<file path="config.mk">
export PLATFORM = sky130hd
export DESIGN_NAME = priority_fifo_task_scheduler
export DESIGN_NICKNAME = d
export VERILOG_FILES = /design/src/hw/rtl/pfts_pkg.sv /design/src/hw/rtl/priority_fifo_task_scheduler.sv /design/src/hw/rtl/pfts_datapath.sv /design/src/hw/rtl/pfts_ctrl.sv /design/src/hw/rtl/pfts_top_glue.sv
export SDC_FILE = /design/constraint.sdc
export NUM_CORES = 1
export LEC_CHECK = 0
export BUFFER_PORTS_ARGS = -buffer_cell sky130_fd_sc_hd__buf_2
export CAP_MARGIN = 30
export CELL_PAD_IN_SITES_DETAIL_PLACEMENT = 1
export CELL_PAD_IN_SITES_GLOBAL_PLACEMENT = 2
export CORE_MARGIN = 2
export CORE_UTILIZATION = 30
export DETAILED_ROUTE_END_ITERATION = 12
export GPL_TIMING_DRIVEN = 0
export PLACE_DENSITY_LB_ADDON = 0.1
export SLEW_MARGIN = 20
export SYNTH_ARGS = -nofsm -noshare
export SYNTH_HDL_FRONTEND = slang
export SYNTH_SLANG_ARGS = --single-unit
</file>
<file path="constraint.sdc">
create_clock -name clk -period 4.98 [get_ports clk]
set_clock_uncertainty 0.1 [all_clocks]
set_input_delay 0.249 -clock clk [delete_from_list [all_inputs] [get_ports clk]]
set_output_delay 0.249 -clock clk [all_outputs]
set_load 0.02 [all_outputs]
</file>
<file path="src/hw/rtl/pfts_pkg.sv">
// Package for the priority FIFO task scheduler: sizes, codes, command and
// status structs shared by the controller and the datapath. No dependencies.
package pfts_pkg;

	localparam int NumTasks   = 16;
	localparam int PrioLevels = 8;
	localparam int NumQueues  = PrioLevels + 3;
	localparam int TaskW  = $clog2(NumTasks);
	localparam int LinkW  = TaskW + 1;
	localparam int PrioW  = (PrioLevels > 1) ? $clog2(PrioLevels) : 1;
	localparam int QueueW = $clog2(NumQueues + 1);

	localparam logic [QueueW-1:0] QBlocked = QueueW'(PrioLevels);
	localparam logic [QueueW-1:0] QSuspend = QueueW'(PrioLevels + 1);
	localparam logic [QueueW-1:0] QDestroy = QueueW'(PrioLevels + 2);
	localparam logic [QueueW-1:0] QNone    = QueueW'(NumQueues);
	localparam logic [LinkW-1:0]  LinkNone = LinkW'(NumTasks);

	typedef enum logic [2:0] {
		ACT_READY    = 3'd0,
		ACT_SUSPEND  = 3'd1,
		ACT_BLOCK    = 3'd2,
		ACT_DESTROY  = 3'd3,
		ACT_SIGNAL   = 3'd4,
		ACT_DISPATCH = 3'd5
	} action_t;

	typedef enum logic [1:0] {
		KIND_ACK      = 2'd0,
		KIND_DISPATCH = 2'd1,
		KIND_FREED    = 2'd2,
		KIND_IDLE     = 2'd3
	} kind_t;

	typedef enum logic [2:0] {
		ST_IDLE,
		ST_UNLINK,
		ST_APPEND,
		ST_FREE,
		ST_OUT
	} state_t;

	// controller -> datapath
	typedef struct packed {
		logic              load;       // capture input item
		logic              unlink;     // unlink the working task
		logic              append;     // append working task to target queue
		logic              sel_head;   // working task := head of selected queue
		logic              clr_prio;   // reset priority of working task
		logic              set_prio;   // record priority of working task
	} dp_cmd_t;

	// datapath -> controller
	typedef struct packed {
		logic              task_ok;     // task id in range
		logic              in_blocked;  // input task sits in blocked queue
		logic              ready_any;   // some ready queue non-empty
		logic              destroy_any; // destroy queue non-empty
		logic              destroy_last;// destroy head is its tail
	} dp_stat_t;

endpackage

</file>
<file path="src/hw/rtl/priority_fifo_task_scheduler.sv">
// Top level of the fixed-priority FIFO task scheduler.
// Channel  Dir  tdata (low bit up)                tuser
// s_axis   in   task_id[3:0], priority_req[6:4]   action[2:0]
// m_axis   out  result_task[3:0]                  kind[1:0]; tlast = last
// Steps up to the output register: a moving action goes through accept,
// unlink and append; one that moves nothing, through accept; a dispatch of
// a ready task, accept, head select, unlink, append; an idle one, accept,
// head select; a freeing one, accept, then select and output per freed task.
// Reset empties every queue and clears all priorities at once.
// A stalled output holds the sequencer before the next result and the input.
module priority_fifo_task_scheduler (
	input  logic        clk,
	input  logic        arst_n,
	input  logic        s_axis_tvalid,
	output logic        s_axis_tready,
	input  logic [7:0]  s_axis_tdata,   // task_id, priority_req
	input  logic [2:0]  s_axis_tuser,   // action
	output logic        m_axis_tvalid,
	input  logic        m_axis_tready,
	output logic [7:0]  m_axis_tdata,   // result_task
	output logic [1:0]  m_axis_tuser,   // kind
	output logic        m_axis_tlast
);
	import pfts_pkg::*;

	dp_cmd_t  cmd_c, cmd;
	dp_stat_t stat;
	logic       use_task;
	logic [3:0] cur_task;
	logic [3:0] task_q;

	pfts_ctrl u_ctrl (
		.clk(clk), .arst_n(arst_n),
		.in_valid(s_axis_tvalid), .in_ready(s_axis_tready),
		.in_action(s_axis_tuser),
		.out_valid(m_axis_tvalid), .out_ready(m_axis_tready),
		.out_kind(m_axis_tuser), .out_last(m_axis_tlast), .out_use_task(use_task),
		.cmd(cmd_c), .stat(stat)
	);

	pfts_top_glue u_glue (
		.take(s_axis_tvalid && s_axis_tready), .in_action(s_axis_tuser),
		.task_ok(stat.task_ok), .cmd_in(cmd_c), .cmd_out(cmd),
		.clk(clk), .arst_n(arst_n)
	);

	pfts_datapath u_dp (
		.clk(clk), .arst_n(arst_n), .cmd(cmd),
		.in_action(s_axis_tuser), .in_task(s_axis_tdata[3:0]),
		.in_prio(s_axis_tdata[6:4]), .stat(stat), .cur_task(cur_task)
	);

	// hold result task with the output register
	always_ff @(posedge clk or negedge arst_n) begin
		if (!arst_n)
			task_q <= '0;
		else if (!m_axis_tvalid || m_axis_tready)
			task_q <= use_task ? cur_task : 4'd0;
	end

	assign m_axis_tdata = {4'b0000, task_q};

endmodule

</file>
<file path="src/hw/rtl/pfts_datapath.sv">
// Datapath of the task scheduler: task tables, queue heads/tails and link
// registers, plus unlink/append operations. Depends on pfts_pkg.
module pfts_datapath (
	input  logic                   clk,
	input  logic                   arst_n,
	input  pfts_pkg::dp_cmd_t      cmd,
	input  logic [2:0]             in_action,
	input  logic [3:0]             in_task,
	input  logic [2:0]             in_prio,
	output pfts_pkg::dp_stat_t     stat,
	output logic [3:0]             cur_task
);
	import pfts_pkg::*;

	logic [QueueW-1:0] task_queue_q [NumTasks];
	logic [PrioW-1:0]  task_prio_q  [NumTasks];
	logic [LinkW-1:0]  next_q [NumTasks];
	logic [LinkW-1:0]  prev_q [NumTasks];
	logic [LinkW-1:0]  head_q [NumQueues];
	logic [LinkW-1:0]  tail_q [NumQueues];

	logic [TaskW-1:0]  task_q;
	logic [QueueW-1:0] target_q;
	logic [PrioW-1:0]  prio_q;

	logic [PrioW-1:0]  prio_sat;
	logic [QueueW-1:0] tgt_sel;
	logic [QueueW-1:0] ready_lv;
	logic              ready_hit;
	logic [QueueW-1:0] cq;
	logic [LinkW-1:0]  up, un;
	logic [QueueW-1:0] head_qsel;
	logic [LinkW-1:0]  sel_h;

	always_comb begin
		if ({29'd0, in_prio} >= PrioLevels)
			prio_sat = PrioW'(PrioLevels - 1);
		else
			prio_sat = PrioW'(in_prio);
	end

	always_comb begin
		ready_hit = 1'b0;
		ready_lv  = '0;
		for (int i = PrioLevels - 1; i >= 0; i--) begin
			if (!head_q[i][LinkW-1]) begin
				ready_hit = 1'b1;
				ready_lv  = QueueW'(i);
			end
		end
	end

	always_comb begin
		unique case (action_t'(in_action))
			ACT_READY:   tgt_sel = QueueW'(prio_sat);
			ACT_SUSPEND: tgt_sel = QSuspend;
			ACT_DESTROY: tgt_sel = QDestroy;
			ACT_SIGNAL:  tgt_sel = QueueW'(task_prio_q[in_task[TaskW-1:0]]);
			default:     tgt_sel = QBlocked;
		endcase
	end

	assign head_qsel = ready_hit ? ready_lv : QDestroy;
	assign sel_h     = head_q[head_qsel];
	assign cq        = task_queue_q[task_q];
	assign up        = prev_q[task_q];
	assign un        = next_q[task_q];

	assign stat.task_ok      = ({1'b0, in_task} < 5'(NumTasks));
	assign stat.in_blocked   = (task_queue_q[in_task[TaskW-1:0]] == QBlocked);
	assign stat.ready_any    = ready_hit;
	assign stat.destroy_any  = !head_q[QDestroy][LinkW-1];
	assign stat.destroy_last = (head_q[QDestroy] == tail_q[QDestroy]);
	assign cur_task          = 4'(task_q);

	always_ff @(posedge clk or negedge arst_n) begin
		if (!arst_n) begin
			for (int i = 0; i < NumTasks; i++) begin
				task_queue_q[i] <= QNone;
				task_prio_q[i]  <= '0;
			end
			for (int i = 0; i < NumQueues; i++) begin
				head_q[i] <= LinkNone;
				tail_q[i] <= LinkNone;
			end
			task_q   <= '0;
			target_q <= '0;
			prio_q   <= '0;
		end else begin
			if (cmd.load) begin
				task_q   <= in_task[TaskW-1:0];
				target_q <= tgt_sel;
				prio_q   <= prio_sat;
			end
			if (cmd.sel_head) begin
				task_q   <= sel_h[TaskW-1:0];
				target_q <= QBlocked;
			end
			if (cmd.set_prio)
				task_prio_q[task_q] <= prio_q;
			if (cmd.clr_prio)
				task_prio_q[task_q] <= '0;
			if (cmd.unlink && cq != QNone) begin
				if (up[LinkW-1])
					head_q[cq] <= un;
				if (un[LinkW-1])
					tail_q[cq] <= up;
				task_queue_q[task_q] <= QNone;
			end
			if (cmd.append) begin
				if (tail_q[target_q][LinkW-1])
					head_q[target_q] <= LinkW'(task_q);
				tail_q[target_q]     <= LinkW'(task_q);
				task_queue_q[task_q] <= target_q;
			end
		end
	end

	// links are only read for tasks that sit in a queue, so they need no reset
	always_ff @(posedge clk) begin
		if (cmd.unlink && cq != QNone) begin
			if (!up[LinkW-1])
				next_q[up[TaskW-1:0]] <= un;
			if (!un[LinkW-1])
				prev_q[un[TaskW-1:0]] <= up;
		end
		if (cmd.append) begin
			prev_q[task_q] <= tail_q[target_q];
			next_q[task_q] <= LinkNone;
			if (!tail_q[target_q][LinkW-1])
				next_q[tail_q[target_q][TaskW-1:0]] <= LinkW'(task_q);
		end
	end

endmodule

</file>
<file path="src/hw/rtl/pfts_ctrl.sv">
// Controller of the task scheduler: sequences unlink/append steps and the
// output register. Depends on pfts_pkg.
module pfts_ctrl (
	input  logic                clk,
	input  logic                arst_n,
	input  logic                in_valid,
	output logic                in_ready,
	input  logic [2:0]          in_action,
	output logic                out_valid,
	input  logic                out_ready,
	output logic [1:0]          out_kind,
	output logic                out_last,
	output logic                out_use_task,
	output pfts_pkg::dp_cmd_t   cmd,
	input  pfts_pkg::dp_stat_t  stat
);
	import pfts_pkg::*;

	state_t state_q, state_d;
	logic   valid_q, valid_d;
	kind_t  kind_q, kind_d;
	logic   last_q, last_d, use_q, use_d;
	logic   take;
	logic   do_move;

	assign out_valid    = valid_q;
	assign out_kind     = kind_q;
	assign out_last     = last_q;
	assign out_use_task = use_q;
	assign in_ready     = (state_q == ST_IDLE) && (!valid_q || out_ready);
	assign take         = in_valid && in_ready;

	always_ff @(posedge clk or negedge arst_n) begin
		if (!arst_n) begin
			state_q <= ST_IDLE;
			valid_q <= 1'b0;
			kind_q  <= KIND_ACK;
			last_q  <= 1'b0;
			use_q   <= 1'b0;
		end else begin
			state_q <= state_d;
			valid_q <= valid_d;
			kind_q  <= kind_d;
			last_q  <= last_d;
			use_q   <= use_d;
		end
	end

	always_comb begin
		state_d = state_q;
		valid_d = valid_q && !out_ready;
		kind_d  = kind_q;
		last_d  = last_q;
		use_d   = use_q;
		cmd     = '0;
		do_move = 1'b0;
		unique case (state_q)
			ST_IDLE: begin
				if (take) begin
					cmd.load = 1'b1;
					if (in_action == ACT_DISPATCH) begin
						state_d = ST_FREE;
					end else if (stat.task_ok && in_action <= ACT_SIGNAL &&
						(in_action != ACT_SIGNAL || stat.in_blocked)) begin
						do_move = 1'b1;
						state_d = ST_UNLINK;
					end else begin
						state_d = ST_OUT;
					end
					kind_d = KIND_ACK;
					last_d = 1'b1;
					use_d  = 1'b0;
					if (do_move && in_action == ACT_READY)
						state_d = ST_UNLINK;
				end
			end
			ST_UNLINK: begin
				cmd.unlink = 1'b1;
				state_d    = ST_APPEND;
			end
			ST_APPEND: begin
				cmd.append = 1'b1;
				state_d    = ST_OUT;
				if (kind_q == KIND_ACK)
					cmd.set_prio = 1'b0;
			end
			ST_FREE: begin
				// one destroyed task per pass; wait for room in the output
				if (!valid_q || out_ready) begin
					if (stat.ready_any) begin
						cmd.sel_head = 1'b1;
						kind_d  = KIND_DISPATCH;
						use_d   = 1'b1;
						last_d  = 1'b1;
						state_d = ST_UNLINK;
					end else if (stat.destroy_any) begin
						cmd.sel_head = 1'b1;
						kind_d  = KIND_FREED;
						use_d   = 1'b1;
						last_d  = stat.destroy_last;
						state_d = ST_OUT;
					end else begin
						kind_d  = KIND_IDLE;
						use_d   = 1'b0;
						last_d  = 1'b1;
						state_d = ST_OUT;
					end
				end
			end
			ST_OUT: begin
				if (kind_q == KIND_FREED) begin
					cmd.unlink   = 1'b1;
					cmd.clr_prio = 1'b1;
				end
				valid_d = 1'b1;
				state_d = (kind_q == KIND_FREED && !last_q) ? ST_FREE : ST_IDLE;
			end
			default: state_d = ST_IDLE;
		endcase
	end

endmodule

</file>
<file path="src/hw/rtl/pfts_top_glue.sv">
// Ready-action priority capture: records the priority on the ready action.
// Depends on pfts_pkg.
module pfts_top_glue (
	input  logic               take,
	input  logic [2:0]         in_action,
	input  logic               task_ok,
	input  pfts_pkg::dp_cmd_t  cmd_in,
	output pfts_pkg::dp_cmd_t  cmd_out,
	input  logic               clk,
	input  logic               arst_n
);
	import pfts_pkg::*;

	logic pend_q;

	// set priority together with the unlink step of a ready action
	always_ff @(posedge clk or negedge arst_n) begin
		if (!arst_n)
			pend_q <= 1'b0;
		else if (take)
			pend_q <= (in_action == ACT_READY) && task_ok;
		else if (cmd_in.unlink)
			pend_q <= 1'b0;
	end

	always_comb begin
		cmd_out          = cmd_in;
		cmd_out.set_prio = pend_q && cmd_in.unlink;
	end

endmodule

</file>
==> impl_metrics.ini <==
[synthesis]
ys_seq_area_frac = 0.530
synth_area_leaders = edfxtp_1 22%, dfrtp_1 21%, mux4_2 9.5%
synth_flop_cell = dfrtp_1
syn_avg_cell_area_um2 = 11.6
yosysWarnings = 0
synth_cell_types = 79
synth-edff-count = 144
synthArstFlopShare = 0.596
synth_area_um2 = 20100
yosysTopAreaCellShare = 0.215
ys_ff_latch = 396
synth_area_leader_cell = edfxtp_1
netlist_instances = 1735

[floorplanning]
ios = 28
die_w_um = 263
rows = 94
die-area_um2 = 69000
core_um2 = 66000
initial_core_util = 0.304
die_h_um = 263

[power_and_ir_drop]
combinationalPowerShare = 0.448
peakVddDrop_mv = 0.299
p_seq_frac = 0.312
p_leak_nw = 8.89
p_sw_mw = 7.21
power_frac_clock = 0.240
switching_share = 0.437
p_int_mw = 9.28
powerDensity_nw_per_um2 = 707

[finish]
drive_gt1_frac = 0.182
post-route-cell-area_um2 = 23300
nFillCells = 7218
seq_area_um2 = 10600
antenna_cells = 0
layout.nets = 1843
area_delta_synth_final_pct = 16.1
multi_input_area_um2 = 8780
fin_util = 0.353

[sta]
period_minus_slack_ns = 4.69
finalCritPeriodShare = 0.941
relSlewSlack = 0.285
rsz0062_at_grt = no
finalMaxSlewViolations = 0
setup_violations = 0
tightest_slew_ns = 1.06
hold_viol = 0
max_freq_ghz = 0.213
whs_ns = 0.0507

[route]
routed_wl_um = 76400
first_pass_iters = 5
ant_nets = 0
num_vias = 15200
initialDrtViolationCount = 949
wl_per_cell_um = 28.0
avgViaCountPerCell = 5.58
drt_drc_violations_left = 0

[placed_design]
dp_hpwl_um = 56600
gp_routability_congestion = 0.849
dpl-instance-area_um2 = 21400
io_buffers = 20

[critical_path]
critPathBufInv = 5
path_max_fanout = 10
start_kind = flop
critPathSlowestCell = mux4_2
critPathTopFamily = buffers and inverters
arrival_ns = 4.81
required_ns = 5.10
cp-end-kind = flop
path_class = reg -> reg
cpMostUsedCell = buf_4
cpPeakStageDelay_ns = 0.69
path_cells = buf_4, buf_4, buf_4, buf_4, clkbuf_1, mux4_2, mux4_2, o21ai_0, o21ai_0, nor2_1

[clock_network]
clkTransAtPathRegs_ns = 0.06
tritoncts = yes
cts.path.max_buffers = 3
cts_sinks = 396
cts-root-buf = clkbuf_16
clk-insertion-delay-late_ns = 0.60
cts.htree.levels = 2
numCtsBuffers = 50
post_cts.repair.setup_buffers = 0

[global_route]
grt_usage = 0.222
antenna_found_initial = 2
overflow = 0
grt_use_met1 = 0.306
grt_max_degree = 95
grt_first_pass_wirelength_um = 113000
grt_util_met2 = 0.368
busiest_layer = met2
use_met3 = 0.0290
grt_pass1_vias = 16100

[run_status]
status = completed

[flow_run]
cap_viol_max_count = 0

[worst_hold_path]
hold_path.class = in -> reg
==> cell type report <==
cell class,count,area share
Tap cell,864,0.0464
Clock buffer,70,0.0618
Multi-Input combinational cell,1170,0.376
Clock inverter,24,0.0149
Inverter,16,0.00258
Timing Repair Buffer,38,0.0129
Buffer,156,0.0289
Sequential cell,396,0.456
==> flip-flops by register name, indices dropped and copies added (netlist names), 3 cells and up <==
register	flops
u_dp.cur_task	4
u_ctrl.state_q	3
u_dp.task_queue_q	64
u_dp.target_q	4
u_dp.head_q	45
u_dp.next_q	80
u_dp.task_prio_q	48
u_dp.prev_q	80
task_q	4
u_dp.tail_q	55
u_dp.prio_q	3
==> placed cells by master (no fill, tap or decap), types with 9 or more instances in the layout <==
master | synthesis | final
a211oi_1 | 37 | 37
a21o_1 | 14 | 14
a21oi_1 | 45 | 45
a22oi_1 | 9 | 9
a2bb2o_1 | 24 | 24
a32o_1 | 25 | 25
and2_1 | 11 | 11
buf_2 | 17 | 41
buf_4 | 13 | 14
clkbuf_1 | 115 | 127
clkbuf_16 | 0 | 53
dfrtp_1 | 168 | 168
dfstp_2 | 68 | 68
dfxtp_1 | 16 | 16
edfxtp_1 | 144 | 144
inv_1 | 15 | 15
mux2i_1 | 115 | 115
mux4_2 | 85 | 85
nand2_1 | 202 | 202
nand2b_1 | 19 | 19
nand3_1 | 24 | 24
nor2_1 | 133 | 129
nor2b_1 | 15 | 15
nor3_1 | 11 | 9
nor4_1 | 10 | 10
o21ai_0 | 195 | 193
o2bb2ai_1 | 16 | 16
o32a_1 | 48 | 48
==> what timing repair did <==
action / 4_1_cts / 5_1_grt
endpoints found under the hold margin: 80 / 0
gates resized for setup: 0 / 7
hold buffers: 8 / 0
endpoints found under the setup margin: 0 / 55
==> tightest hold or removal path: stages <==
cell and delay (ns):
buf_2 0.17, nor2_1 0.10, nand2_1 0.08, o22ai_1 0.08
==> worst paths after layout <==
path	start	to	slack, ns	depth (start not counted)
worst min-delay path	s_axis_tuser[0]	u_dp.target_q[2]	0.05	4
worst min register to register	task_q[1]	task_q[1]	0.37	2
worst max-delay path	u_dp.cur_task[1]	u_dp.prev_q[2][2]	0.29	10
max in group asynchronous	arst_n	u_dp.task_queue_q[16]	3.33	4
min in group asynchronous	arst_n	u_dp.tail_q[53]	0.10	2
worst max register to register	u_dp.cur_task[1]	u_dp.prev_q[2][2]	0.29	10
==> metal layers <==
metal,share of wire,vias to the layer above
li1,-,6792
met1,0.46,8035
met2,0.48,317
met3,0.036,101
met4,0.023,0
met5,0,-
==> per-stage QoR <==
step | cells | power [mW] | worst slack (ns) | setup TNS [ns]
after CTS | 2732 | 16.6 | 0.0486 | 0
after floorplan | 1738 | 9.38 | 1.52 | 0
final | 2734 | 16.5 | 0.294 | 0
after global routing | 2734 | 17.3 | 0.0368 | 0
after detailed placement | 2630 | 12.5 | 0.0845 | 0
after global placement | 2622 | 12.4 | -1.14 | -182.14
==> cells by family (layout without fill, tap and decap cells) <==
group / Yosys count / count (layout) / synth area share
xor gates and xnor gates: 4 / 4 / 0.00174
DFF: 396 / 396 / 0.530
other: 1 / 4 / 0.000187
and+or+nand+nor: 471 / 471 / 0.107
muxes: 208 / 208 / 0.157
AOI/OAI and AO/OA: 483 / 483 / 0.168
buffers and inverters: 172 / 304 / 0.0365
==> power groups by stage <==
stage,clock network [mW],logic [mW],registers [mW]
global route,4.18,7.92,5.24
global placement,0,7.18,5.18
CTS,4.07,7.38,5.14
detailed placement,0,7.35,5.19
floorplan,0,4.42,4.97
finish,3.96,7.39,5.14
==> synth_stat cells, types with 24 or more instances <==
| cell type | instances |
|---|---|
| nand2_1 | 202 |
| o21ai_0 | 195 |
| dfrtp_1 | 168 |
| edfxtp_1 | 144 |
| nor2_1 | 133 |
| clkbuf_1 | 115 |
| mux2i_1 | 115 |
| mux4_2 | 85 |
| dfstp_2 | 68 |
| o32a_1 | 48 |
| a21oi_1 | 45 |
| a211oi_1 | 37 |
| a32o_1 | 25 |
| a2bb2o_1 | 24 |
| nand3_1 | 24 |
Note: power is estimated with default switching activity, not from simulation.
